$ cat config.mk
export PLATFORM = sky130hd
export DESIGN_NAME = button_debounce_press_classifier
export DESIGN_NICKNAME = d
export VERILOG_FILES = /design/src/bdpc_pkg.sv /design/src/bdpc_cfg_regs.sv /design/src/bdpc_core.sv /design/src/button_debounce_press_classifier.sv
export SDC_FILE = /design/constraint.sdc
export NUM_CORES = 1
export LEC_CHECK = 0
export BUFFER_PORTS_ARGS = -buffer_cell sky130_fd_sc_hd__buf_2
export CAP_MARGIN = 20
export CORE_ASPECT_RATIO = 0.5
export CORE_MARGIN = 2
export CORE_UTILIZATION = 50
export CTS_CLUSTER_DIAMETER = 40
export CTS_CLUSTER_SIZE = 28
export DETAILED_ROUTE_END_ITERATION = 6
export GPL_TIMING_DRIVEN = 0
export PLACE_DENSITY = 0.67
export SLEW_MARGIN = 5
export SYNTH_ARGS = -nofsm -noshare
export SYNTH_HDL_FRONTEND = slang
export SYNTH_SLANG_ARGS = --single-unit
$ cat constraint.sdc
create_clock -name clk -period 5.9 [get_ports clk]
set_input_delay 0.885 -clock clk [delete_from_list [all_inputs] [get_ports clk]]
set_output_delay 0.885 -clock clk [all_outputs]
set_load 0.1 [all_outputs]
$ cat src/bdpc_pkg.sv
// shared types and constants of the button debounce and press classifier
`timescale 1ns / 1ps
`default_nettype none
package bdpc_pkg;

	localparam int unsigned TimeW  = 32;
	localparam int unsigned MsW    = 16;
	localparam int unsigned CfgIdxW = 3;

	// configuration register indexes
	localparam logic [CfgIdxW-1:0] REG_ACTIVE_LOW   = 3'd0;
	localparam logic [CfgIdxW-1:0] REG_DEBOUNCE_MS  = 3'd1;
	localparam logic [CfgIdxW-1:0] REG_SHORT_MIN_MS = 3'd2;
	localparam logic [CfgIdxW-1:0] REG_SHORT_MAX_MS = 3'd3;
	localparam logic [CfgIdxW-1:0] REG_LONG_MIN_MS  = 3'd4;

	// reset values
	localparam logic           RST_ACTIVE_LOW   = 1'b1;
	localparam logic [MsW-1:0] RST_DEBOUNCE_MS  = 16'd30;
	localparam logic [MsW-1:0] RST_SHORT_MIN_MS = 16'd50;
	localparam logic [MsW-1:0] RST_SHORT_MAX_MS = 16'd700;
	localparam logic [MsW-1:0] RST_LONG_MIN_MS  = 16'd2000;

	typedef enum logic [1:0] {
		EV_NONE  = 2'd0,
		EV_SHORT = 2'd1,
		EV_LONG  = 2'd2
	} press_ev_t;

	typedef struct packed {
		logic           active_low;
		logic [MsW-1:0] debounce_ms;
		logic [MsW-1:0] short_min_ms;
		logic [MsW-1:0] short_max_ms;
		logic [MsW-1:0] long_min_ms;
	} bdpc_cfg_t;

endpackage
`default_nettype wire

$ cat src/bdpc_cfg_regs.sv
// configuration register file of the press classifier
`timescale 1ns / 1ps
`default_nettype none
module bdpc_cfg_regs
	import bdpc_pkg::*;
(
	input  wire logic               clk,
	input  wire logic               arst_n,
	input  wire logic               wr_en,
	input  wire logic [CfgIdxW-1:0] wr_index,
	input  wire logic [MsW-1:0]     wr_data,
	output bdpc_cfg_t               cfg
);

	bdpc_cfg_t cfg_q;

	always_ff @(posedge clk or negedge arst_n) begin
		if (!arst_n) begin
			cfg_q.active_low   <= RST_ACTIVE_LOW;
			cfg_q.debounce_ms  <= RST_DEBOUNCE_MS;
			cfg_q.short_min_ms <= RST_SHORT_MIN_MS;
			cfg_q.short_max_ms <= RST_SHORT_MAX_MS;
			cfg_q.long_min_ms  <= RST_LONG_MIN_MS;
		end else if (wr_en) begin
			// unknown indexes are dropped
			unique case (wr_index)
				REG_ACTIVE_LOW:   cfg_q.active_low   <= wr_data[0];
				REG_DEBOUNCE_MS:  cfg_q.debounce_ms  <= wr_data;
				REG_SHORT_MIN_MS: cfg_q.short_min_ms <= wr_data;
				REG_SHORT_MAX_MS: cfg_q.short_max_ms <= wr_data;
				REG_LONG_MIN_MS:  cfg_q.long_min_ms  <= wr_data;
				default: ;
			endcase
		end
	end

	assign cfg = cfg_q;

endmodule
`default_nettype wire

$ cat src/bdpc_core.sv
// debounce state and press classification for one poll per enabled cycle
`timescale 1ns / 1ps
`default_nettype none
module bdpc_core
	import bdpc_pkg::*;
(
	input  wire logic             clk,
	input  wire logic             arst_n,
	input  wire logic             en,
	input  wire logic             pin,
	input  wire logic [TimeW-1:0] now,
	input  wire bdpc_cfg_t        cfg,
	output press_ev_t             ev
);

	logic             last_raw_q;
	logic             stable_q;
	logic             long_done_q;
	logic [TimeW-1:0] raw_change_q;
	logic [TimeW-1:0] press_start_q;

	logic             pressed;
	logic             raw_chg;
	logic [TimeW-1:0] deb_diff;
	logic [TimeW-1:0] dur;
	logic             settling;
	logic             long_hit;
	logic             short_hit;

	logic             stable_d;
	logic             long_done_d;
	logic [TimeW-1:0] press_start_d;

	assign pressed   = cfg.active_low ? ~pin : pin;
	assign raw_chg   = pressed != last_raw_q;
	// a fresh change restarts the timer at now, so the difference is zero
	assign deb_diff  = raw_chg ? '0 : now - raw_change_q;
	assign dur       = now - press_start_q;
	assign settling  = deb_diff < {{(TimeW-MsW){1'b0}}, cfg.debounce_ms};
	assign long_hit  = stable_q && !long_done_q
		&& dur >= {{(TimeW-MsW){1'b0}}, cfg.long_min_ms};
	assign short_hit = dur >= {{(TimeW-MsW){1'b0}}, cfg.short_min_ms}
		&& dur < {{(TimeW-MsW){1'b0}}, cfg.short_max_ms};

	always_comb begin
		stable_d      = stable_q;
		long_done_d   = long_done_q;
		press_start_d = press_start_q;
		ev            = EV_NONE;
		if (!settling && stable_q != pressed) begin
			stable_d = pressed;
			if (pressed) begin
				press_start_d = now;
				long_done_d   = 1'b0;
			end else if (short_hit) begin
				ev = EV_SHORT;
			end
		end else if (long_hit) begin
			long_done_d = 1'b1;
			ev          = EV_LONG;
		end
	end

	always_ff @(posedge clk or negedge arst_n) begin
		if (!arst_n) begin
			last_raw_q    <= 1'b0;
			stable_q      <= 1'b0;
			long_done_q   <= 1'b0;
			raw_change_q  <= '0;
			press_start_q <= '0;
		end else if (en) begin
			last_raw_q    <= pressed;
			stable_q      <= stable_d;
			long_done_q   <= long_done_d;
			press_start_q <= press_start_d;
			if (raw_chg) begin
				raw_change_q <= now;
			end
		end
	end

	a_long_sets_done: assert property (@(posedge clk) disable iff (!arst_n)
		en && ev == EV_LONG |=> long_done_q)
		else $error("long press did not mark the press as reported");

	a_short_is_release: assert property (@(posedge clk) disable iff (!arst_n)
		en && ev == EV_SHORT |=> !stable_q)
		else $error("short press reported without a release");

	a_no_double_long: assert property (@(posedge clk) disable iff (!arst_n)
		en && ev == EV_LONG |=> !(en && ev == EV_LONG))
		else $error("two long presses in consecutive polls");

endmodule
`default_nettype wire

$ cat src/button_debounce_press_classifier.sv
// top level of the button debounce and press classifier
//
//  channel | direction | handshake          | payload
//  --------+-----------+--------------------+----------------------------
//  in      | input     | in_valid/in_stall  | pin_level, now_ms
//  out     | output    | out_valid/out_stall| press_event
//  cfg     | input     | cfg_valid/cfg_ready| cfg_index, cfg_data
//
// one poll per cycle sustained while out_stall is low; a poll goes from
// input accept to result through the input and result registers.
// state is updated once per poll when it moves into the result register.
// reset puts the button in the released state with timestamps at zero.
// a stalled result holds the pipe; the input register still takes one poll.
`timescale 1ns / 1ps
`default_nettype none
module button_debounce_press_classifier
	import bdpc_pkg::*;
(
	input  wire logic               clk,
	input  wire logic               arst_n,
	input  wire logic               in_valid,
	output logic                    in_stall,
	input  wire logic               pin_level,
	input  wire logic [TimeW-1:0]   now_ms,
	output logic                    out_valid,
	input  wire logic               out_stall,
	output logic [1:0]              press_event,
	input  wire logic               cfg_valid,
	output logic                    cfg_ready,
	input  wire logic [CfgIdxW-1:0] cfg_index,
	input  wire logic [MsW-1:0]     cfg_data
);

	bdpc_cfg_t        cfg;
	logic             valid_s1;
	logic             pin_s1;
	logic [TimeW-1:0] now_s1;
	logic             valid_s2;
	press_ev_t        ev_s2;
	press_ev_t        ev;
	logic             adv_s2;
	logic             adv_s1;

	assign cfg_ready = 1'b1;

	bdpc_cfg_regs u_cfg (
		.clk      (clk),
		.arst_n   (arst_n),
		.wr_en    (cfg_valid),
		.wr_index (cfg_index),
		.wr_data  (cfg_data),
		.cfg      (cfg)
	);

	assign adv_s2   = !valid_s2 || !out_stall;
	assign adv_s1   = !valid_s1 || adv_s2;
	assign in_stall = !adv_s1;

	always_ff @(posedge clk or negedge arst_n) begin
		if (!arst_n) begin
			valid_s1 <= 1'b0;
		end else if (adv_s1) begin
			valid_s1 <= in_valid;
		end
	end

	always_ff @(posedge clk) begin
		if (adv_s1 && in_valid) begin
			pin_s1 <= pin_level;
			now_s1 <= now_ms;
		end
	end

	bdpc_core u_core (
		.clk    (clk),
		.arst_n (arst_n),
		.en     (adv_s2 && valid_s1),
		.pin    (pin_s1),
		.now    (now_s1),
		.cfg    (cfg),
		.ev     (ev)
	);

	always_ff @(posedge clk or negedge arst_n) begin
		if (!arst_n) begin
			valid_s2 <= 1'b0;
		end else if (adv_s2) begin
			valid_s2 <= valid_s1;
		end
	end

	always_ff @(posedge clk) begin
		if (adv_s2 && valid_s1) begin
			ev_s2 <= ev;
		end
	end

	assign out_valid   = valid_s2;
	assign press_event = ev_s2;

endmodule
`default_nettype wire

Yosys cells after proc, flatten, opt, wreduce, memory -nomap -nowiden
Cells that the tools add are included.
{"block": "totals", "wordCells": 63, "inputBits": 57, "ff_bits": 169}
{"block": "classes", "mux": 9, "order_cmp": 4, "n_addsub": 2, "n_eq_ne": 7, "n_bitwise": 1, "n_reduce_logical": 25}
{"operator": "$ge 32x16->1", "n": 2}
{"operator": "$lt 32x16->1", "n": 2}
{"operator": "$sub 32x32->32", "n": 2}
{"operator": "$mux 32", "n": 1}
{"operator": "$reduce_and 2->1", "n": 7}
{"operator": "$eq 3x2->1 const B", "n": 2}
{"operator": "$logic_and 1x1->1", "n": 6}
{"operator": "$logic_not 1->1", "n": 6}
{"operator": "$mux 2", "n": 3}
{"operator": "$reduce_and 3->1", "n": 2}
{"operator": "$mux 1", "n": 5}
{"operator": "$eq 3x1->1 const B", "n": 1}
{"operator": "$eq 3x3->1 const B", "n": 1}
{"operator": "$logic_not 3->1", "n": 1}
{"operator": "$logic_or 1x1->1", "n": 2}
{"operator": "$ne 1x1->1", "n": 2}
{"operator": "$ne 2x1->1 const B", "n": 1}
{"operator": "$reduce_bool 2->1", "n": 1}
{"operator": "$not 1->1", "n": 1}

Depth between registers and ports, before layout
{"block": "logic_depth", "depth_word": 9, "depth_mapped": 24}

Hierarchy
A second synthesis with hierarchy kept.
{"block": "hier_totals", "hier_cells": 1200, "area_unflattened_um2": 11786.3}
{"mod": "bdpc_core", "cells_per_inst": 1013, "n_inst": 1, "area_each_um2": 7973.9}
{"mod": "bdpc_cfg_regs", "cells_per_inst": 142, "n_inst": 1, "area_each_um2": 2657.5}
{"mod": "button_debounce_press_classifier", "cells_per_inst": 45, "n_inst": 1, "area_each_um2": 1154.9}

Worst setup path before layout
OpenSTA, ideal clock, no wires.
{"block": "synth_path", "kind": "reg-to-reg", "start": "register now_s1[0]", "end": "register u_core.press_start_q[10]", "period_less_slack_ns": 4.358, "setup_time_ns": 0.125, "required_ns": 5.775, "stages_incl_launch_ff": 24, "arrival_time_ns": 4.233, "n_path_buf": 2, "setup_slack_ns": 1.542, "path_cell_list": "edfxtp_1 -> inv_1 -> ha_1 -> fa_1 -> and2b_1 -> o2111ai_1 -> a21oi_2 -> nor2_1 -> o21ai_0 -> xnor2_1 -> nor2_1 -> ha_1 -> a21o_1 -> a21o_1 -> a21oi_1 -> o21ai_1 -> o21ba_4 -> o21ai_1 -> a2111oi_1 -> and4_4 -> or3_4 -> buf_12 -> buf_12 -> mux2_4"}
{"block": "synth_between", "elab_chain_len": 6}
{"item": "from (decl)", "line_no": "button_debounce_press_classifier.sv:37", "source": "logic [TimeW-1:0] now_s1;"}
{"item": "from (signal assigned)", "line_no": "button_debounce_press_classifier.sv:70", "source": "now_s1 <= now_ms;"}
{"item": "$sub 32x32->32", "line_no": "bdpc_core.sv:37", "source": "assign deb_diff = raw_chg ? '0 : now - raw_change_q;"}
{"item": "$mux 32", "line_no": "bdpc_core.sv:37"}
{"item": "$lt 32x16->1", "line_no": "bdpc_core.sv:39", "source": "assign settling = deb_diff < {{(TimeW-MsW){1'b0}}, cfg.debounce_ms};"}
{"item": "$logic_not 1->1", "line_no": "bdpc_core.sv:50", "source": "if (!settling && stable_q != pressed) begin"}
{"item": "$logic_and 1x1->1", "line_no": "bdpc_core.sv:50"}
{"item": "$reduce_and 3->1 (no source line)"}
{"item": "to (signal assigned)", "line_no": "bdpc_core.sv:75", "source": "press_start_q <= press_start_d;"}
{"item": "to (decl)", "line_no": "bdpc_core.sv:20", "source": "logic [TimeW-1:0] press_start_q;"}
No other way between the ends.
A chain may end at the register's enable or synchronous reset.

Worst setup path in the final report
{"block": "layout_path", "start": "register now_s1[0]", "end": "register u_core.press_start_q[28]"}
The elaborated chain is that of the path after synthesis.

==> flow_metrics.py <==
metrics = {
    "yosys": {
        "syn_nets": 1419,
        "synth_area_um2": 11800,
        "synthArstFlopShare": 0.793,
        "avgSynthCellArea_um2": 9.58,
        "ys_ff_latch": 169,
        "synth_area_leaders": "dfrtp_1 24%, ha_1 13%, edfxtp_1 8.9%, mux2_2 5.2%, inv_1 4.6%",
        "synthCells": 1236,
        "synth_cell_types": 80,
        "ys.flop_type": "dfrtp_1",
        "yosys.area.top_type": "dfrtp_1",
        "synth_top_area_frac": 0.241,
        "synth-edff-count": 35,
        "yosysWarnings": 0,
        "seq_area_frac_synth": 0.374,
    },
    "layout": {
        "drive_gt1_frac": 0.173,
        "final_area_um2": 13200,
        "layout-area-overhead-vs-synth_pct": 11.2,
        "fin_nets": 1499,
        "fillers": 2055,
        "seq_area_um2": 4430,
        "final_cell_mix": "145 x inv_1, 124 x ha_1, 114 x nand2_1, 114 x dfrtp_1, 105 x o21ai_0",
        "antenna_cells": 0,
        "layout_commonest_cell": "inv_1",
        "multi_input_area_um2": 6610,
    },
    "timing": {
        "holdWs_ns": 0.375,
        "clock_skew_ns": 0.00959,
        "timing.final.crit_share": 0.910,
        "worst_slew_pin_slew_ns": 1.11,
        "fmax_mhz": 186,
        "rsz0062_at_grt": "false",
        "final-setup-viol-count": 0,
        "final.setup.tns_ns": 0,
        "hold_violations": 0,
        "final_max_slew_viol_count": 0,
        "min_period_ns": 5.37,
        "relSlewSlack": 0.239,
    },
    "run_status": {
        "status": "finished, violations left",
        "violations": "design-rule violations",
    },
    "cts": {
        "cts_sinks": 169,
        "clk_pin_slew_ns": 0.07,
        "post_cts_buffers": 0,
        "postCtsHoldBufs": 0,
        "clock_latency_ns": 0.45,
        "cts_tree": "yes",
        "post_cts_resized": 0,
        "htreeDepth": 4,
        "cts_buffer_depth": 2,
        "cts_made_buffers": 17,
        "cts_root_buf": "clkbuf_16",
    },
    "worst_setup_path": {
        "cp-end-kind": "flop",
        "cp_max_fo": 10,
        "cp.required_ns": 6.22,
        "r2r_start": "now_s1[0]",
        "r2r_slack_ns": 0.53,
        "cp.arrival_ns": 5.69,
        "reg2regPathDepth": 23,
        "critPathLaunchType": "flop",
        "crit_type": "reg2reg",
        "r2r_end": "u_core.press_start_q[28]",
    },
    "global_route": {
        "grt_overflow": 0,
        "antenna_found_initial": 0,
        "track_usage": 0.245,
        "grt_pass1_wl_um": 47900,
        "first_global_vias": 9210,
        "grt_start_max_net_pins": 87,
    },
    "die": {
        "dieArea_um2": 25000,
        "rows": 39,
        "fp.dieW_um": 222,
        "coreArea_um2": 23000,
        "ios": 62,
        "start_util": 0.514,
        "die_h_um": 113,
    },
    "drt": {
        "ant_nets": 0,
        "drt-wirelength-per-cell_um": 17.9,
        "drt_iter0_markers": 716,
        "firstDrtPassIters": 7,
        "drc": 3,
        "vias_per_cell": 5.72,
        "vias": 9361,
        "finalWirelength_um": 29300,
    },
    "pwr": {
        "p_per_area_nw_per_um2": 552,
        "leakage_nw": 6.18,
        "vdd_drop_max_uv": 220,
    },
    "worst_hold_path": {
        "min_path_type": "in2async",
    },
    "placed_design": {
        "gp_congestion": 0.916,
        "io_buffers": 60,
        "dp_hpwl_um": 23100,
        "place_area_um2": 12600,
    },
    "flow_run": {
        "max_cap_viol_count": 0,
    },
}
-- layout make-up --
class / instances / area share
Timing Repair Buffer: 61 / 0.0254
Inverter: 145 / 0.0413
Sequential cell: 169 / 0.336
Buffer: 39 / 0.0203
Multi-Input combinational cell: 883 / 0.502
Tap cell: 307 / 0.0292
Clock buffer: 21 / 0.0374
Clock inverter: 11 / 0.00836
-- worst max-delay path, stage by stage, from the launching register on --
cell and delay, ns:
edfxtp_1 0.39, inv_1 0.09, ha_1 0.23, fa_1 0.37
and2b_1 0.25, o2111ai_1 0.27, a21oi_2 0.34, nor2_1 0.10
o21ai_0 0.24, xnor2_1 0.23, nor2_1 0.09, ha_1 0.19
a21o_1 0.15, a21o_1 0.18, a21oi_1 0.14, o21ai_1 0.10
o21ba_4 0.33, o21ai_1 0.09, a2111oi_1 0.32, and4_4 0.36
or3_4 0.16, buf_12 0.13, buf_12 0.16, mux2_4 0.31
-- how the worst max path moves through the flow --
| stage | startpoint | to | slack, ns |
|---|---|---|---|
| after floorplan | now_s1[0] | u_core.press_start_q[10] | 1.54 |
| after global placement | now_s1[0] | u_core.press_start_q[25] | 0.77 |
| after detailed placement | now_s1[0] | u_core.press_start_q[25] | 0.66 |
| after CTS | now_s1[0] | u_core.press_start_q[28] | 0.61 |
| after global routing | now_s1[0] | u_core.press_start_q[24] | 0.26 |
| final | now_s1[0] | u_core.press_start_q[28] | 0.53 |
-- report_power, final --
group	internal, mW	leakage (nW)	switching (mW)
Combinational	1.88	3.97	2.50
Sequential	1.56	1.92	0.181
Clock	0.648	0.292	0.502
-- Yosys cell counts, types with 3 or more instances --
library cell  instances
nand2b_1             16
nor3b_1               3
a31oi_1              11
and4_1                3
nor3_1               11
buf_4                 7
nand3_1              18
mux2i_1               3
a211o_1               4
o2111ai_1             3
a221oi_1              3
nand4_1              21
and2_1                8
o21a_1               21
a2111oi_0             4
nor2_1               49
nor2b_1              11
dfstp_2              20
dfrtp_1             114
edfxtp_1             35
mux2_4               28
o21bai_1              7
clkbuf_1             23
a211oi_1              8
xnor2_1              25
o21ai_1               5
a21o_1               37
ha_1                124
xor2_1               20
nor4_1                5
and3_1                9
nand2_1             114
o31ai_1               4
o21ai_0             105
inv_1               145
buf_12                4
or3_1                 5
o211ai_1             12
mux2_2               55
a21oi_1              83
-- registers in the layout, indices dropped and copies added (netlist names) --
signal / flops
u_core.last_raw_q: 1
press_event: 2
pin_s1: 1
now_s1: 32
u_cfg.cfg: 65
u_core.raw_change_q: 32
u_core.stable_q: 1
u_core.long_done_q: 1
u_core.press_start_q: 32
out_valid: 1
valid_s1: 1
-- layer usage --
layer / vias to the layer above / part of all wire / track usage
met3: 35 / 0.060 / 0.0395
met5: - / 0 / 0
li1: 4548 / - / -
met2: 240 / 0.43 / 0.385
met4: 0 / 0.017 / 0.0662
met1: 4538 / 0.49 / 0.352
-- stage by stage --
stage               power (mW)   util  std cells  setup WS (ns)
floorplan                 5.01      -       1236           1.54
global placement          5.95  0.544       1603          0.769
detailed placement        6.07  0.546       1604          0.655
CTS                       7.25  0.572       1636          0.611
global route              7.92  0.572       1636          0.262
finish                    7.27  0.572       1636          0.534
-- cell families (layout without fill, tap and decap cells) --
group	after synthesis	in the layout	synth area share
DFF	169	169	0.374
adders and majority gates	126	126	0.134
buffers and inverters	184	277	0.0685
other	1	1	0.000317
and+or+nand+nor	288	288	0.118
AOI/OAI and AO/OA	336	336	0.179
muxes	86	86	0.0903
xor gates and xnor gates	46	46	0.0354
Note: power is estimated with default switching activity, not from simulation.
